`src/hw/rtl/http_header_length_scanner_assert.svh`:
```
// ----------------------------------------------------------------------------
// HTTP header length scanner assertion macros
// Concurrent assertion shorthands, clocked on clk and off while rst_n is low.
// ----------------------------------------------------------------------------
`ifndef HTTP_HEADER_LENGTH_SCANNER_ASSERT_SVH
`define HTTP_HEADER_LENGTH_SCANNER_ASSERT_SVH

// expr must never hold
`define HHLS_ASSERT_NEVER(lbl, expr, msg) \
  lbl: assert property (@(posedge clk) disable iff (!rst_n) !(expr)) \
    else $error(msg);

// cons must hold in the same cycle as ante
`define HHLS_ASSERT_NOW(lbl, ante, cons, msg) \
  lbl: assert property (@(posedge clk) disable iff (!rst_n) (ante) |-> (cons)) \
    else $error(msg);

// cons must hold in the cycle after ante
`define HHLS_ASSERT_NEXT(lbl, ante, cons, msg) \
  lbl: assert property (@(posedge clk) disable iff (!rst_n) (ante) |=> (cons)) \
    else $error(msg);

`endif

```
`src/hw/rtl/hhls_pkg.sv`:
```
// ----------------------------------------------------------------------------
// HTTP header length scanner package
// Widths, character codes, status codes and the byte class record.
// ----------------------------------------------------------------------------
`timescale 1ns / 1ps

package hhls_pkg;

  localparam int COUNT_BITS   = 16;
  localparam int VALUE_BITS   = 32;
  localparam int PROD_BITS    = VALUE_BITS + 4;
  localparam int CFG_BITS     = 17;
  localparam int BYTE_BITS    = 8;
  localparam int DIGIT_BITS   = 4;
  localparam int KEY_LEN      = 15;
  localparam int KEY_POS_BITS = 4;
  localparam int QUEUE_DEPTH  = 4;
  localparam int QUEUE_AW     = 2;

  // buffer size 8192 after reset, so the scan stops after 8191 bytes
  localparam logic [COUNT_BITS-1:0] RESET_LIMIT = COUNT_BITS'(8191);
  localparam logic [CFG_BITS-1:0]   CFG_MIN     = CFG_BITS'(2);

  localparam logic [BYTE_BITS-1:0] CHAR_CR  = 8'h0D;
  localparam logic [BYTE_BITS-1:0] CHAR_LF  = 8'h0A;
  localparam logic [BYTE_BITS-1:0] CHAR_SP  = 8'h20;
  localparam logic [BYTE_BITS-1:0] CHAR_TAB = 8'h09;
  localparam logic [BYTE_BITS-1:0] CHAR_0   = 8'h30;
  localparam logic [BYTE_BITS-1:0] CHAR_9   = 8'h39;
  localparam logic [BYTE_BITS-1:0] CHAR_UA  = 8'h41;
  localparam logic [BYTE_BITS-1:0] CHAR_UZ  = 8'h5A;
  localparam logic [BYTE_BITS-1:0] CASE_GAP = 8'h20;

  // key in lower case; first character sits in the top byte
  localparam logic [BYTE_BITS*KEY_LEN-1:0] KEY_TEXT = "content-length:";

  typedef enum logic [1:0] {
    ST_FOUND     = 2'd0,
    ST_ABSENT    = 2'd1,
    ST_MALFORMED = 2'd2
  } length_status_t;

  typedef struct packed {
    logic                  eos;
    logic                  is_cr;
    logic                  is_lf;
    logic                  is_blank;
    logic                  is_digit;
    logic [DIGIT_BITS-1:0] digit;
    logic [KEY_LEN-1:0]    key_hit;
  } byte_class_t;

  typedef struct packed {
    logic full;
    logic empty;
  } queue_stat_t;

endpackage

```
`src/hw/rtl/hhls_channels.sv`:
```
// ----------------------------------------------------------------------------
// HTTP header length scanner channels
// Valid/ready interfaces for the byte input, the result output and the
// buffer size write port.
// ----------------------------------------------------------------------------
`timescale 1ns / 1ps

interface hhls_in_if;
  logic                           valid;
  logic                           ready;
  logic                           kind;
  logic [hhls_pkg::BYTE_BITS-1:0] data_byte;

  modport source (output valid, kind, data_byte, input ready);
  modport sink   (input valid, kind, data_byte, output ready);
endinterface

interface hhls_out_if;
  logic                            valid;
  logic                            ready;
  logic [hhls_pkg::COUNT_BITS-1:0] header_bytes;
  logic                            terminated;
  logic [1:0]                      length_status;
  logic [hhls_pkg::VALUE_BITS-1:0] content_length;
  logic                            length_overflow;

  modport source (output valid, header_bytes, terminated, length_status,
                  content_length, length_overflow, input ready);
  modport sink   (input valid, header_bytes, terminated, length_status,
                  content_length, length_overflow, output ready);
endinterface

interface hhls_cfg_if;
  logic                          valid;
  logic                          ready;
  logic [hhls_pkg::CFG_BITS-1:0] data;

  modport source (output valid, data, input ready);
  modport sink   (input valid, data, output ready);
endinterface

```
`src/hw/rtl/http_header_length_scanner.sv`:
```
// ----------------------------------------------------------------------------
// HTTP header length scanner
// Path: a byte transfer goes into the queue, is popped by the back end, and a
//   scan end registers the result onto out_ch; input stalls once four bytes
//   wait behind a held result. Throughput: one byte per cycle unless a held
//   result waits, with a combinational multiply-by-ten add per queued byte.
// Reset: synchronous on rst_n low; buffer size 8192, queue empty, no result.
// ----------------------------------------------------------------------------
`timescale 1ns / 1ps
`include "http_header_length_scanner_assert.svh"

module http_header_length_scanner (
  input  logic        clk,
  input  logic        rst_n,
  hhls_in_if.sink     in_ch,
  hhls_cfg_if.sink    cfg_ch,
  hhls_out_if.source  out_ch
);

  hhls_pkg::byte_class_t push_data;
  hhls_pkg::byte_class_t pop_data;
  hhls_pkg::queue_stat_t q_stat;
  logic                  q_push;
  logic                  q_pop;

  hhls_front u_front (
    .in_ch  (in_ch),
    .q_stat (q_stat),
    .q_push (q_push),
    .q_data (push_data)
  );

  hhls_queue u_queue (
    .clk       (clk),
    .rst_n     (rst_n),
    .push      (q_push),
    .push_data (push_data),
    .pop       (q_pop),
    .pop_data  (pop_data),
    .stat      (q_stat)
  );

  hhls_back u_back (
    .clk    (clk),
    .rst_n  (rst_n),
    .q_data (pop_data),
    .q_stat (q_stat),
    .q_pop  (q_pop),
    .cfg_ch (cfg_ch),
    .out_ch (out_ch)
  );

  `HHLS_ASSERT_NEVER(a_queue_full_and_empty, q_stat.full && q_stat.empty, "queue full and empty")
  `HHLS_ASSERT_NEXT(a_xfer_queued, in_ch.valid && in_ch.ready, !q_stat.empty, "byte lost")
  `HHLS_ASSERT_NOW(a_result_from_pop, $rose(out_ch.valid), $past(q_pop), "result without a pop")

endmodule

```
`src/hw/rtl/hhls_front.sv`:
```
// ----------------------------------------------------------------------------
// HTTP header length scanner front end
// Accepts input transfers and classifies each byte for the back end.
// ----------------------------------------------------------------------------
`timescale 1ns / 1ps

module hhls_front (
  hhls_in_if.sink               in_ch,
  input  hhls_pkg::queue_stat_t q_stat,
  output logic                  q_push,
  output hhls_pkg::byte_class_t q_data
);

  logic [hhls_pkg::BYTE_BITS-1:0] b;
  logic [hhls_pkg::BYTE_BITS-1:0] folded;
  logic [hhls_pkg::BYTE_BITS-1:0] digit_full;

  assign in_ch.ready = !q_stat.full;
  assign q_push      = in_ch.valid && !q_stat.full;

  assign b          = in_ch.data_byte;
  assign folded     = (b >= hhls_pkg::CHAR_UA && b <= hhls_pkg::CHAR_UZ) ?
                      b + hhls_pkg::CASE_GAP : b;
  assign digit_full = b - hhls_pkg::CHAR_0;

  always_comb begin
    q_data.eos      = in_ch.kind;
    q_data.is_cr    = (b == hhls_pkg::CHAR_CR);
    q_data.is_lf    = (b == hhls_pkg::CHAR_LF);
    q_data.is_blank = (b == hhls_pkg::CHAR_SP) || (b == hhls_pkg::CHAR_TAB);
    q_data.is_digit = (b >= hhls_pkg::CHAR_0) && (b <= hhls_pkg::CHAR_9);
    q_data.digit    = digit_full[hhls_pkg::DIGIT_BITS-1:0];
    // compare against every key position at once
    for (int i = 0; i < hhls_pkg::KEY_LEN; i++) begin
      q_data.key_hit[i] = (folded == hhls_pkg::KEY_TEXT[
        hhls_pkg::BYTE_BITS*(hhls_pkg::KEY_LEN-1-i) +: hhls_pkg::BYTE_BITS]);
    end
  end

endmodule

```
`src/hw/rtl/hhls_queue.sv`:
```
// ----------------------------------------------------------------------------
// HTTP header length scanner queue
// Short FIFO of classified bytes between front end and back end.
// ----------------------------------------------------------------------------
`timescale 1ns / 1ps

module hhls_queue (
  input  logic                  clk,
  input  logic                  rst_n,
  input  logic                  push,
  input  hhls_pkg::byte_class_t push_data,
  input  logic                  pop,
  output hhls_pkg::byte_class_t pop_data,
  output hhls_pkg::queue_stat_t stat
);

  hhls_pkg::byte_class_t           slot_r [hhls_pkg::QUEUE_DEPTH];
  logic [hhls_pkg::QUEUE_AW-1:0]   wr_ptr_r, wr_ptr_nxt;
  logic [hhls_pkg::QUEUE_AW-1:0]   rd_ptr_r, rd_ptr_nxt;
  logic [hhls_pkg::QUEUE_AW:0]     count_r, count_nxt;

  assign stat.full  = (count_r == (hhls_pkg::QUEUE_AW+1)'(hhls_pkg::QUEUE_DEPTH));
  assign stat.empty = (count_r == '0);
  assign pop_data   = slot_r[rd_ptr_r];

  always_comb begin
    wr_ptr_nxt = push ? wr_ptr_r + 1'b1 : wr_ptr_r;
    rd_ptr_nxt = pop  ? rd_ptr_r + 1'b1 : rd_ptr_r;
    count_nxt  = count_r;
    if (push && !pop) begin
      count_nxt = count_r + 1'b1;
    end else if (pop && !push) begin
      count_nxt = count_r - 1'b1;
    end
  end

  always_ff @(posedge clk) begin
    if (!rst_n) begin
      wr_ptr_r <= '0;
      rd_ptr_r <= '0;
      count_r  <= '0;
    end else begin
      wr_ptr_r <= wr_ptr_nxt;
      rd_ptr_r <= rd_ptr_nxt;
      count_r  <= count_nxt;
    end
  end

  always_ff @(posedge clk) begin
    if (push) begin
      slot_r[wr_ptr_r] <= push_data;
    end
  end

endmodule

```
`src/hw/rtl/hhls_back.sv`:
```
// ----------------------------------------------------------------------------
// HTTP header length scanner back end
// Runs the line, key, digit and terminator tracking on classified bytes
// and holds the result in the output register.
// ----------------------------------------------------------------------------
`timescale 1ns / 1ps

module hhls_back (
  input  logic                  clk,
  input  logic                  rst_n,
  input  hhls_pkg::byte_class_t q_data,
  input  hhls_pkg::queue_stat_t q_stat,
  output logic                  q_pop,
  hhls_cfg_if.sink              cfg_ch,
  hhls_out_if.source            out_ch
);

  typedef enum logic [5:0] {
    LP_KEY        = 6'b000001,
    LP_OTHER      = 6'b000010,
    LP_AT_KEY_END = 6'b000100,
    LP_BLANK      = 6'b001000,
    LP_DIGITS     = 6'b010000,
    LP_DONE       = 6'b100000
  } line_phase_t;

  typedef enum logic [3:0] {
    TP_IDLE     = 4'b0001,
    TP_CR       = 4'b0010,
    TP_CRLF     = 4'b0100,
    TP_CRLFCR   = 4'b1000
  } term_phase_t;

  line_phase_t                          lp_r, lp_nxt;
  term_phase_t                          tp_r, tp_nxt;
  logic [hhls_pkg::COUNT_BITS-1:0]      count_r, count_nxt;
  logic [hhls_pkg::KEY_POS_BITS-1:0]    kpos_r, kpos_nxt;
  logic                                 prev_cr_r, prev_cr_nxt;
  logic [hhls_pkg::VALUE_BITS-1:0]      pval_r, pval_nxt;
  logic                                 pdig_r, pdig_nxt;
  logic                                 povf_r, povf_nxt;
  hhls_pkg::length_status_t             dstat_r, dstat_nxt;
  logic [hhls_pkg::VALUE_BITS-1:0]      dval_r, dval_nxt;
  logic                                 dovf_r, dovf_nxt;
  logic [hhls_pkg::COUNT_BITS-1:0]      limit_r, limit_nxt;

  logic                                 out_valid_r, out_valid_nxt;
  logic [hhls_pkg::COUNT_BITS-1:0]      out_bytes_r;
  logic                                 out_term_r;
  hhls_pkg::length_status_t             out_stat_r;
  logic [hhls_pkg::VALUE_BITS-1:0]      out_val_r;
  logic                                 out_ovf_r;

  logic [hhls_pkg::COUNT_BITS-1:0]      cnt_inc;
  logic [hhls_pkg::PROD_BITS-1:0]       ext;
  logic [hhls_pkg::PROD_BITS-1:0]       sum;
  logic                                 add_ovf;
  logic [hhls_pkg::VALUE_BITS-1:0]      add_val;
  logic [hhls_pkg::CFG_BITS-1:0]        cfg_dec;
  logic                                 emit;
  logic                                 term;
  logic                                 eol;
  logic                                 take_digit;
  hhls_pkg::length_status_t             res_stat;
  logic [hhls_pkg::VALUE_BITS-1:0]      res_val;
  logic                                 res_ovf;

  assign cfg_ch.ready = 1'b1;
  assign q_pop        = !q_stat.empty && (!out_valid_r || out_ch.ready);
  assign cnt_inc      = count_r + 1'b1;

  // value * 10 + digit, saturate once the top bits are touched
  assign ext     = {4'b0000, pval_r};
  assign sum     = (ext << 3) + (ext << 1) + hhls_pkg::PROD_BITS'(q_data.digit);
  assign add_ovf = povf_r || (sum[hhls_pkg::PROD_BITS-1:hhls_pkg::VALUE_BITS] != '0);
  assign add_val = add_ovf ? '1 : sum[hhls_pkg::VALUE_BITS-1:0];

  // scan limit is buffer size minus one, at least 1 and clamped to the count range
  assign cfg_dec = cfg_ch.data - 1'b1;
  always_comb begin
    limit_nxt = limit_r;
    if (cfg_ch.valid) begin
      priority if (cfg_ch.data < hhls_pkg::CFG_MIN) begin
        limit_nxt = hhls_pkg::COUNT_BITS'(1);
      end else if (cfg_dec[hhls_pkg::CFG_BITS-1:hhls_pkg::COUNT_BITS] != '0) begin
        limit_nxt = '1;
      end else begin
        limit_nxt = cfg_dec[hhls_pkg::COUNT_BITS-1:0];
      end
    end
  end

  always_comb begin
    lp_nxt      = lp_r;
    tp_nxt      = tp_r;
    count_nxt   = count_r;
    kpos_nxt    = kpos_r;
    prev_cr_nxt = prev_cr_r;
    pval_nxt    = pval_r;
    pdig_nxt    = pdig_r;
    povf_nxt    = povf_r;
    dstat_nxt   = dstat_r;
    dval_nxt    = dval_r;
    dovf_nxt    = dovf_r;
    emit        = 1'b0;
    term        = 1'b0;
    eol         = 1'b0;
    take_digit  = 1'b0;

    if (q_pop) begin
      if (q_data.eos) begin
        emit = 1'b1;
      end else begin
        count_nxt = cnt_inc;

        // line content and line end
        priority if (prev_cr_r) begin
          if (q_data.is_lf) begin
            prev_cr_nxt = 1'b0;
            eol         = 1'b1;
          end else begin
            // the held CR is content; it ends any key or value on this line
            unique case (lp_r)
              LP_KEY:                            lp_nxt = LP_OTHER;
              LP_AT_KEY_END, LP_BLANK, LP_DIGITS: lp_nxt = LP_DONE;
              default:                           lp_nxt = lp_r;
            endcase
            prev_cr_nxt = q_data.is_cr;
          end
        end else if (q_data.is_cr) begin
          prev_cr_nxt = 1'b1;
        end else begin
          unique case (lp_r)
            LP_KEY: begin
              if (q_data.key_hit[kpos_r]) begin
                kpos_nxt = kpos_r + 1'b1;
                if (kpos_r == hhls_pkg::KEY_POS_BITS'(hhls_pkg::KEY_LEN - 1)) begin
                  lp_nxt = LP_AT_KEY_END;
                end
              end else begin
                lp_nxt = LP_OTHER;
              end
            end
            LP_AT_KEY_END, LP_BLANK: begin
              priority if (q_data.is_blank) begin
                lp_nxt = LP_BLANK;
              end else if (q_data.is_digit) begin
                take_digit = 1'b1;
                lp_nxt     = LP_DIGITS;
              end else begin
                lp_nxt = LP_DONE;
              end
            end
            LP_DIGITS: begin
              if (q_data.is_digit) begin
                take_digit = 1'b1;
              end else begin
                lp_nxt = LP_DONE;
              end
            end
            default: lp_nxt = lp_r;
          endcase
        end

        if (take_digit) begin
          pdig_nxt = 1'b1;
          povf_nxt = add_ovf;
          pval_nxt = add_val;
        end

        if (eol) begin
          if (dstat_r == hhls_pkg::ST_ABSENT &&
              (lp_r == LP_BLANK || lp_r == LP_DIGITS || lp_r == LP_DONE)) begin
            if (pdig_r) begin
              dstat_nxt = hhls_pkg::ST_FOUND;
              dval_nxt  = pval_r;
              dovf_nxt  = povf_r;
            end else begin
              dstat_nxt = hhls_pkg::ST_MALFORMED;
            end
          end
          lp_nxt   = LP_KEY;
          kpos_nxt = '0;
          pval_nxt = '0;
          pdig_nxt = 1'b0;
          povf_nxt = 1'b0;
        end

        // CR LF CR LF tracking
        unique case (tp_r)
          TP_CR:     tp_nxt = q_data.is_lf ? TP_CRLF : (q_data.is_cr ? TP_CR : TP_IDLE);
          TP_CRLF:   tp_nxt = q_data.is_cr ? TP_CRLFCR : TP_IDLE;
          TP_CRLFCR: begin
            term   = q_data.is_lf;
            tp_nxt = q_data.is_cr ? TP_CR : TP_IDLE;
          end
          default:   tp_nxt = q_data.is_cr ? TP_CR : TP_IDLE;
        endcase

        emit = term || (cnt_inc >= limit_r);
      end
    end

    // decided fields as they stand after this byte, before the scan clear
    res_stat = dstat_nxt;
    res_val  = dval_nxt;
    res_ovf  = dovf_nxt;

    // a result starts the next scan from scratch
    if (emit) begin
      lp_nxt      = LP_KEY;
      tp_nxt      = TP_IDLE;
      count_nxt   = '0;
      kpos_nxt    = '0;
      prev_cr_nxt = 1'b0;
      pval_nxt    = '0;
      pdig_nxt    = 1'b0;
      povf_nxt    = 1'b0;
      dstat_nxt   = hhls_pkg::ST_ABSENT;
      dval_nxt    = '0;
      dovf_nxt    = 1'b0;
    end
  end

  always_comb begin
    out_valid_nxt = out_valid_r;
    priority if (emit) begin
      out_valid_nxt = 1'b1;
    end else if (out_ch.ready) begin
      out_valid_nxt = 1'b0;
    end
  end

  always_ff @(posedge clk) begin
    if (!rst_n) begin
      lp_r        <= LP_KEY;
      tp_r        <= TP_IDLE;
      count_r     <= '0;
      kpos_r      <= '0;
      prev_cr_r   <= 1'b0;
      pval_r      <= '0;
      pdig_r      <= 1'b0;
      povf_r      <= 1'b0;
      dstat_r     <= hhls_pkg::ST_ABSENT;
      dval_r      <= '0;
      dovf_r      <= 1'b0;
      limit_r     <= hhls_pkg::RESET_LIMIT;
      out_valid_r <= 1'b0;
    end else begin
      lp_r        <= lp_nxt;
      tp_r        <= tp_nxt;
      count_r     <= count_nxt;
      kpos_r      <= kpos_nxt;
      prev_cr_r   <= prev_cr_nxt;
      pval_r      <= pval_nxt;
      pdig_r      <= pdig_nxt;
      povf_r      <= povf_nxt;
      dstat_r     <= dstat_nxt;
      dval_r      <= dval_nxt;
      dovf_r      <= dovf_nxt;
      limit_r     <= limit_nxt;
      out_valid_r <= out_valid_nxt;
    end
  end

  // load the result from the state as it stands after this byte
  always_ff @(posedge clk) begin
    if (emit) begin
      out_bytes_r <= q_data.eos ? count_r : cnt_inc;
      out_term_r  <= term;
      out_stat_r  <= res_stat;
      out_val_r   <= res_val;
      out_ovf_r   <= res_ovf;
    end
  end

  assign out_ch.valid           = out_valid_r;
  assign out_ch.header_bytes    = out_bytes_r;
  assign out_ch.terminated      = out_term_r;
  assign out_ch.length_status   = out_stat_r;
  assign out_ch.content_length  = out_val_r;
  assign out_ch.length_overflow = out_ovf_r;

endmodule
```
`src/flat_wrapper.sv`:
```
// flat-port wrapper written by rule: the top's interface ports become plain ports
module http_header_length_scanner_flat 
  (clk, rst_n, in_ch_valid, in_ch_kind, in_ch_data_byte, in_ch_ready, cfg_ch_valid, cfg_ch_data, cfg_ch_ready, out_ch_valid, out_ch_header_bytes, out_ch_terminated, out_ch_length_status, out_ch_content_length, out_ch_length_overflow, out_ch_ready);
  hhls_in_if in_ch_i ();
  hhls_cfg_if cfg_ch_i ();
  hhls_out_if out_ch_i ();
  input  logic clk;
  input  logic rst_n;
  input wire logic [$bits(in_ch_i.valid)-1:0] in_ch_valid;
  input wire logic [$bits(in_ch_i.kind)-1:0] in_ch_kind;
  input wire logic [$bits(in_ch_i.data_byte)-1:0] in_ch_data_byte;
  output wire logic [$bits(in_ch_i.ready)-1:0] in_ch_ready;
  input wire logic [$bits(cfg_ch_i.valid)-1:0] cfg_ch_valid;
  input wire logic [$bits(cfg_ch_i.data)-1:0] cfg_ch_data;
  output wire logic [$bits(cfg_ch_i.ready)-1:0] cfg_ch_ready;
  output wire logic [$bits(out_ch_i.valid)-1:0] out_ch_valid;
  output wire logic [$bits(out_ch_i.header_bytes)-1:0] out_ch_header_bytes;
  output wire logic [$bits(out_ch_i.terminated)-1:0] out_ch_terminated;
  output wire logic [$bits(out_ch_i.length_status)-1:0] out_ch_length_status;
  output wire logic [$bits(out_ch_i.content_length)-1:0] out_ch_content_length;
  output wire logic [$bits(out_ch_i.length_overflow)-1:0] out_ch_length_overflow;
  input wire logic [$bits(out_ch_i.ready)-1:0] out_ch_ready;
  assign in_ch_i.valid = in_ch_valid;
  assign in_ch_i.kind = in_ch_kind;
  assign in_ch_i.data_byte = in_ch_data_byte;
  assign in_ch_ready = in_ch_i.ready;
  assign cfg_ch_i.valid = cfg_ch_valid;
  assign cfg_ch_i.data = cfg_ch_data;
  assign cfg_ch_ready = cfg_ch_i.ready;
  assign out_ch_valid = out_ch_i.valid;
  assign out_ch_header_bytes = out_ch_i.header_bytes;
  assign out_ch_terminated = out_ch_i.terminated;
  assign out_ch_length_status = out_ch_i.length_status;
  assign out_ch_content_length = out_ch_i.content_length;
  assign out_ch_length_overflow = out_ch_i.length_overflow;
  assign out_ch_i.ready = out_ch_ready;
  http_header_length_scanner u_core (.clk(clk), .rst_n(rst_n), .in_ch(in_ch_i), .cfg_ch(cfg_ch_i), .out_ch(out_ch_i));
endmodule
```
`config.mk`:
```
export PLATFORM = sky130hd
export DESIGN_NAME = http_header_length_scanner_flat
export DESIGN_NICKNAME = d
export VERILOG_FILES = /design/src/hw/rtl/hhls_pkg.sv /design/src/hw/rtl/hhls_channels.sv /design/src/hw/rtl/http_header_length_scanner.sv /design/src/hw/rtl/hhls_front.sv /design/src/hw/rtl/hhls_queue.sv /design/src/hw/rtl/hhls_back.sv /design/src/flat_wrapper.sv
export VERILOG_INCLUDE_DIRS = /design/src /design/src/hw/rtl
export SDC_FILE = /design/constraint.sdc
export NUM_CORES = 1
export LEC_CHECK = 0
export BUFFER_PORTS_ARGS = -buffer_cell sky130_fd_sc_hd__buf_2
export CORE_UTILIZATION = 45
export CTS_BUF_LIST = sky130_fd_sc_hd__clkbuf_16
export DETAILED_ROUTE_END_ITERATION = 8
export HOLD_SLACK_MARGIN = 0.05
export SYNTH_ARGS = -nofsm -noshare
export SYNTH_HDL_FRONTEND = slang
export SYNTH_SLANG_ARGS = --single-unit
```
`constraint.sdc`:
```
create_clock -name clk -period 10.1 [get_ports clk]
set_input_delay 0.505 -clock clk [delete_from_list [all_inputs] [get_ports clk]]
set_output_delay 0.505 -clock clk [all_outputs]
set_load 0.01 [all_outputs]
```
==> run summary, run 1 <==
Once the clock tree was built, the resizer swapped 0 gates to a different size. The number of maximum-capacitance violations is 0. The overall power consumption came out at 2.91 mW. The time the final worst path needs with I/O delays and setup is 5010 ps. Setup repair after global routing left no endpoint under its margin. The portion of total power attributed to sequential cells came out at 0.439.

At the pin with the least slew margin, the transition time is 1190 ps. The wire length of the first global-routing pass came out at 45.5 mm. The gate count after technology mapping is 1243. In this run the core area contains 62 standard-cell rows. The share of cell area taken by muxes after synthesis came out at 0.0711.

The via count of the first global-routing pass was 9025. The per-cell routed wire length came out at 16.0 um. The clock edge transition at the registers on the reported setup and hold paths came out at 60 ps. The final number of max-transition violations is 0. The netlist uses 73 different library cells. The number of antenna diodes came out at 0. The total of hold buffers inserted after clock tree synthesis is 0. Post-CTS timing repair inserted 0 buffers for setup.

The largest net degree at the start of global routing is 100. The tree built by TritonCTS fans out to 254 sinks. The biggest cell delay along the critical path came out at 590 ps. The most common cell after layout, fill and taps aside is sky130_fd_sc_hd__edfxtp_1. The number of I/O port buffers came out at 84. The worst setup path is launched from a register.

The later pin in the worst-skew pair is clocked with a latency of 540 ps. From bottom edge to top edge, the die measures 173 um. In this run the standard cell core region covers 28800 um^2.

For this run, the total global-route usage over all layers was measured as 0.184. The tree is rooted in a sky130_fd_sc_hd__clkbuf_16. Data on the critical path arrives at its endpoint at 5370 ps. The number of iterations in the first detailed-routing pass came out at 5. The H-tree depth came out at 1. Walking the worst path, the cells encountered are buf_4, mux4_2, fa_1, inv_1, fa_1, nor2b_1, o31ai_1, a31o_2, a211oi_1, nor4_1, nor3_1, nand4_1, buf_4, o21ai_0, a21oi_1. The switching power came out at 0.846 mW. The largest family of logic cells by synthesized area is simple AND/OR/NAND/NOR gates.

Relative to the synthesized area, the layout overhead comes to 12.6%. The top cell types in the final layout, fill and taps aside, are 128 x sky130_fd_sc_hd__edfxtp_1, 126 x sky130_fd_sc_hd__dfxtp_1, 100 x sky130_fd_sc_hd__nor2_1. In the finished design, the share of the clock period the worst path needs comes to 0.496. The clock network power share is 0.358.

The final number of hold-violating endpoints came out at 0. The setup slack after placement came out at 5140 ps. The width of the chip is 173 um. The number of buffers on the longest clock path is 3. The mapped cell area came out at 13200 um^2. Of the total synthesized cell area, the portion taken by full adders, half adders and majority gates is 0.0899. The number of synthesized flops with an enable pin is 128. Pin placement for this block handled 86 I/O pins.

The floorplan step defined a die boundary enclosing 30000 um^2. Of the total power, combinational logic draws 0.203. The final worst-path setup slack came out at 5090 ps.

The worst-case IR drop observed on VDD is 0.153 mV. The classification of the worst-slack hold path is in2reg. STA classifies the critical path endpoint as a register. The worst setup path is of the reg2reg kind. The xor/xnor share of the synthesized area is 0.0564. The routed layout has 9236 vias. The final net count is 1426.

The half-perimeter wire length after placement is 18.6 mm. The cell type group with the largest total delay on the critical path is simple AND/OR/NAND/NOR gates. The remaining number of nets flagged by the antenna check after routing came out at 0.

Fill cells in the final layout number 2569. For this run, the number of Yosys warnings is 0. The mean area per synthesized cell came out at 10.6 um^2.

For this design the static power due to leakage is 6.06 nW. The flip-flop cell with the highest count after synthesis is sky130_fd_sc_hd__edfxtp_1. The number of nets in the synthesized netlist is 1367. TritonCTS built the clock tree. The detail-routed via count per cell came out at 5.41. The routed wire length came out at 27.3 mm. Headroom to the max-slew limit came out at 0.206. The share of layout cells above drive strength 1 came out at 0.160. Internal power comes to 2.07 mW. The total of endpoints with negative setup slack in the final report is 0. The share of flip-flops with an asynchronous set or reset after synthesis is 0. The number of antenna violations at the first check in global routing is 0. The worst-case clock skew is 14.5 ps. The maximum fanout count along the critical path is 21. Based on the critical path, the design can be clocked at up to 0.200 GHz. The compound-gate portion of the synthesized area is 0.117.

The run finished with clean final reports. The effective utilization at floorplan came out at 0.459. After detailed routing, the number of remaining DRC violations is 0. The count of buffer and inverter cells on the critical path is 3.

After global routing the overflow that remains totals 0. The number of buffers added by the clock tree synthesis step is 28. The final weighted congestion in routability-driven placement is 0.838. The fraction of the mapped netlist area in simple logic gates came out at 0.151. The proportion of total power due to net switching is 0.290. The worst-path cell with the longest stage delay is sky130_fd_sc_hd__nand4_1.

The final total negative setup slack is 0 ps. The share of the Yosys chip area taken by registers is 0.482. At the worst endpoint, the required time is 10460 ps.

The DRC violation total after the first TritonRoute iteration came out at 516. The power density normalized to cell area came out at 196 nW/um^2. The synthesized flop and latch total came out at 254.
==> kinds of logic after synthesis <==
| logic type | Yosys count |
|---|---|
| and+or+nand+nor | 398 |
| DFF | 254 |
| AOI/OAI and AO/OA | 247 |
| buffers and inverters | 102 |
| adders and majority gates | 93 |
| xor gates and xnor gates | 85 |
| muxes | 63 |
| other | 1 |
==> flip-flops by register name (all words and copies together) (netlist names), 6 cells and up, named ones only <==
register and flops:
u_core.u_back.limit_r 16, u_core.u_back.out_ch.content_length 32, u_core.u_queue.slot_r 76, u_core.u_back.out_ch.header_bytes 16
u_core.u_back.lp_r 6, u_core.u_back.pval_r 32, u_core.u_back.dval_r 32, u_core.u_back.count_r 16
==> cell type report <==
| cell class | instances | area [um^2] | area share |
|---|---|---|---|
| timing repair buffer | 92 | 480 | 0.0323 |
| inverter | 39 | 146 | 0.00985 |
| multi-input combinational | 887 | 6420 | 0.432 |
| sequential | 254 | 6370 | 0.428 |
| clock inverter | 22 | 211 | 0.0142 |
| tap | 384 | 480 | 0.0323 |
| clock buffer | 30 | 751 | 0.0505 |
==> power groups by stage <==
stage / clock [mW] / combinational [mW] / sequential (mW)
2_1_floorplan: 0 / 0.383 / 1.33
3_3_place_gp: 0 / 0.593 / 1.30
3_5_place_dp: 0 / 0.603 / 1.30
4_1_cts: 1.07 / 0.606 / 1.28
5_1_grt: 1.11 / 0.658 / 1.29
6_report: 1.04 / 0.592 / 1.28
==> final timing paths <==
| path | start | endpoint | slack (ps) | cells after the start |
|---|---|---|---|---|
| hold reg to reg | u_core.u_back.tp_r[3] | u_core.u_back.tp_r[3] | 490 | 2 |
| setup reg to reg | register | u_core.u_back.pval_r[2] | 5090 | 15 |
| setup / recovery | register | u_core.u_back.pval_r[2] | 5090 | 15 |
| hold / removal | in_ch_kind | u_core.u_queue.slot_r[1][23] | 190 | 1 |
==> synth_stat cells (15+ instances only) <==
| master | instances | area, um^2 |
|---|---|---|
| sky130_fd_sc_hd__o21ai_0 | 60 | 300 |
| sky130_fd_sc_hd__dfxtp_1 | 126 | 2520 |
| sky130_fd_sc_hd__and3_1 | 18 | 113 |
| sky130_fd_sc_hd__a21oi_1 | 87 | 435 |
| sky130_fd_sc_hd__mux4_2 | 21 | 473 |
| sky130_fd_sc_hd__nor3_1 | 22 | 110 |
| sky130_fd_sc_hd__mux2_2 | 36 | 405 |
| sky130_fd_sc_hd__nor2_1 | 100 | 375 |
| sky130_fd_sc_hd__ha_1 | 90 | 1130 |
| sky130_fd_sc_hd__xnor2_1 | 43 | 377 |
| sky130_fd_sc_hd__clkbuf_1 | 44 | 165 |
| sky130_fd_sc_hd__inv_1 | 39 | 146 |
| sky130_fd_sc_hd__nand2_1 | 92 | 345 |
| sky130_fd_sc_hd__edfxtp_1 | 128 | 3840 |
| sky130_fd_sc_hd__nand2b_1 | 15 | 93.8 |
| sky130_fd_sc_hd__xor2_1 | 42 | 368 |
| sky130_fd_sc_hd__nor2b_1 | 45 | 282 |
| sky130_fd_sc_hd__nand3_1 | 32 | 160 |
==> through the flow <==
stage | hold WS [ps] | utilization | std cells | instance area, um^2
after floorplan | 458 | - | 1243 | 13200
after global placement | 476 | 0.483 | 1656 | 13900
after detailed placement | 484 | 0.483 | 1656 | 13900
after CTS | 165 | 0.516 | 1708 | 14900
after global routing | 173 | 0.516 | 1708 | 14900
final | 188 | 0.516 | 1708 | 14900
==> per-layer routing <==
metal / GRT usage / vias up / share of wire
met5: 0 / - / 0
met4: 0.0494 / 0 / 0.023
met3: 0.0241 / 42 / 0.034
met2: 0.313 / 148 / 0.48
met1: 0.245 / 4404 / 0.47
li1: - / 4642 / -
No activity file was read; power rests on OpenSTA's default activity.
==> run 2: changes to the inputs <==
==> constraint.sdc (replaced) <==
create_clock -name clk -period 4.08 [get_ports clk]
set_input_delay 0.204 -clock clk [delete_from_list [all_inputs] [get_ports clk]]
set_output_delay 0.204 -clock clk [all_outputs]
set_load 0.01 [all_outputs]
==> run summary, run 2 (synthesis results as in run 1) <==
The filler-free cell count of the finished design came out at 1730. The detailed router finished its first iteration with 549 violations. The worst setup path category is reg2reg.

The number of I/O port buffers came out at 84. The detail-routed via count per cell came out at 5.41. The post-route DRC violation count came out at 0.

The library cells used most frequently in the layout, excluding fill and tap cells, are 128 x sky130_fd_sc_hd__edfxtp_1, 123 x sky130_fd_sc_hd__dfxtp_1, 98 x sky130_fd_sc_hd__nor2_1. Along the worst path, the maximum fanout reaches 19. The layout has 2570 filler cells. Together, buffers and inverters on the worst path number 2. Setup violations remaining at the end of the flow were counted as 0. The overall track demand over capacity in global routing is 0.183.

The number of buffers on the longest clock path came out at 3. The width of the chip is 173 um. The utilization of the core after routing is 0.526.

The area of the die is 30000 um^2. The register with the most flip-flops in the layout has 76 of them. The number of iterations in the first detailed-routing pass is 5.

For the worst setup path, the data required time is 4510 ps. The count of cells along the worst hold path came out at 4. The initial utilization of the core area, before any placement, comes to 0.459. The via count of the first global-routing pass is 8884. The worst setup path is captured at a register. The endpoint identified for the worst register-to-register timing path is u_core.u_back.pval_r[28]. The power density normalized to cell area is 486 nW/um^2. At the later pin of the worst-skew pair, clock insertion delay measures 550 ps.

The number of buffers added by the clock tree synthesis step is 28. Traced cell by cell, the critical path runs through mux4_2, fa_1, inv_1, fa_1, nor2b_1, o31ai_1, a31o_2, a211oi_2, nor4_1, nor3_1, nand4_1, buf_6, nor3_1, o22ai_1. The per-cell routed wire length is 15.9 um. The repair_antennas step left the layout with diodes totalling 0. The static leakage power came out at 6.18 nW. The biggest cell delay along the critical path came out at 520 ps. The headroom to the max-slew limit is 0.318.

The area taken by flip-flops and latches is 6370 um^2. The tree is rooted in a sky130_fd_sc_hd__clkbuf_16. The cell count of the worst reg-to-reg path is 14.

The count of vias placed by the detailed router came out at 9357. In this run the remaining antenna-violating nets after routing total 0. For the worst setup path, the data arrival time is 4240 ps. The number of antenna violations at the first check in global routing came out at 0.

86 I/O pins were placed. The largest net degree at the start of global routing is 53. The finished layout cell area is 15100 um^2. The number of maximum-capacitance violations is 0. At the pin with the least slew margin, the transition time is 1020 ps. The flow ran to the end, and the final reports show no timing, DRC or antenna violations. The half-perimeter wire length after placement came out at 19.1 mm.

The routed wire length is 27.5 mm. At the end of routability-driven placement, the weighted congestion stood at 0.868. After global routing the overflow that remains totals 0.

The share of layout cells above drive strength 1 came out at 0.169. The clock edge transition at the registers on the reported setup and hold paths came out at 60 ps. TritonCTS built the clock tree. The worst setup path is launched from a register. The multi-input combinational cells in the finished layout cover a total of 6460 um^2. Relative to the synthesized area, the layout overhead comes to 14.6%. The H-tree depth is 1. The number of placement rows came out at 62. The startpoint identified for the worst hold timing path is cfg_ch_data[2].

The placed cell count is 1668. The clock drives 254 sinks. The path with the worst hold slack has its endpoint at u_core.u_back.limit_r[2]. The final critical-path share of the clock period came out at 0.935.

The worst-case clock skew came out at 15.7 ps. The placed instances occupy a cell area of 14000 um^2. IR analysis of the VDD net gives a maximum drop of 0.348 mV. The final number of hold-violating endpoints came out at 0. The wire length of the first global-routing pass is 45.2 mm. The final total negative setup slack came out at 0 ps. Ranked by flip-flop count, first place goes to u_core.u_queue.slot_r. The number of setup buffers added after CTS is 0. The final number of max-transition violations came out at 0.

The fmax came out at 0.262 GHz. The overall die height came out at 173 um. The worst-path cell with the longest stage delay is sky130_fd_sc_hd__fa_1. The cell type group with the largest total delay on the critical path is adder cells. The final net count is 1448. The most common cell after layout, fill and taps aside is sky130_fd_sc_hd__edfxtp_1.

The worst hold path belongs to the class in2reg. Subtracting the final worst setup slack from the clock period gives 3810 ps. The slack of the worst reg-to-reg path came out at 270 ps. The core region is 28800 um^2.
==> run 2: cell count changes in the layout (fill, tap and decap cells not counted), moves of 3 or more <==
cell | previous run | this run
sky130_fd_sc_hd__inv_1 | 39 | 43
sky130_fd_sc_hd__buf_12 | 0 | 3
sky130_fd_sc_hd__dlygate4sd3_1 | 0 | 9
sky130_fd_sc_hd__dfxtp_2 | 0 | 3
sky130_fd_sc_hd__buf_4 | 8 | 15
sky130_fd_sc_hd__dfxtp_1 | 126 | 123
==> run 2: stage by stage <==
stage	worst slack [ps]	power, mW	hold slack, ps
global placement	240	4.77	424
finish	266	7.36	79.1
CTS	107	7.44	58.2
floorplan	18.8	4.24	303
global route	-1.08	7.71	76.6
detailed placement	121	4.80	430
==> run 2: worst max-delay path by stage <==
stage | from | end | slack [ps] | cells after the start
final | register | u_core.u_back.pval_r[28] | 270 | 14
after global routing | register | u_core.u_back.pval_r[7] | -1 | 14
after CTS | register | u_core.u_back.pval_r[28] | 110 | 14
after detailed placement | register | u_core.u_back.pval_r[28] | 120 | 14
after global placement | register | u_core.u_back.pval_r[29] | 240 | 13
after floorplan | register | u_core.u_back.pval_r[28] | 20 | 16
==> run 2: power by group <==
group / total [mW] / internal (mW) / switching (mW)
Sequential: 3.15 / 3.04 / 0.115
Combinational: 1.58 / 0.635 / 0.948
Clock: 2.62 / 1.60 / 1.02
==> run 2: worst register-to-register path, cell delays in order (launching register included) <==
cell	delay, ps
sky130_fd_sc_hd__dfxtp_2	370
sky130_fd_sc_hd__mux4_2	510
sky130_fd_sc_hd__fa_1	520
sky130_fd_sc_hd__inv_1	70
sky130_fd_sc_hd__fa_1	450
sky130_fd_sc_hd__nor2b_1	170
sky130_fd_sc_hd__o31ai_1	120
sky130_fd_sc_hd__a31o_2	250
sky130_fd_sc_hd__a211oi_2	260
sky130_fd_sc_hd__nor4_1	80
sky130_fd_sc_hd__nor3_1	220
sky130_fd_sc_hd__nand4_1	160
sky130_fd_sc_hd__buf_6	200
sky130_fd_sc_hd__nor3_1	230
sky130_fd_sc_hd__o22ai_1	110
==> run 2: per-layer routing <==
| metal | routed length [um] | share of wire | global-route usage | vias to the layer above |
|---|---|---|---|---|
| met2 | 13200 | 0.48 | 0.313 | 148 |
| met5 | 0 | 0 | 0 | - |
| met4 | 389 | 0.014 | 0.0380 | 0 |
| met3 | 983 | 0.036 | 0.0261 | 36 |
| met1 | 12900 | 0.47 | 0.247 | 4482 |
| li1 | - | - | - | 4691 |
==> run 2: cell type report <==
cell class,count,area share
Multi-Input combinational cell,888,0.427
Sequential cell,254,0.421
Clock buffer,29,0.0480
Timing Repair Buffer,113,0.0466
Tap cell,384,0.0318
Clock inverter,23,0.0160
Inverter,39,0.00992
==> run 2: what timing repair did <==
item	4_1_cts	5_1_grt
hold buffers	9	0
endpoints found under the setup margin	0	114
gates resized for setup	0	10
endpoints found under the hold margin	24	0
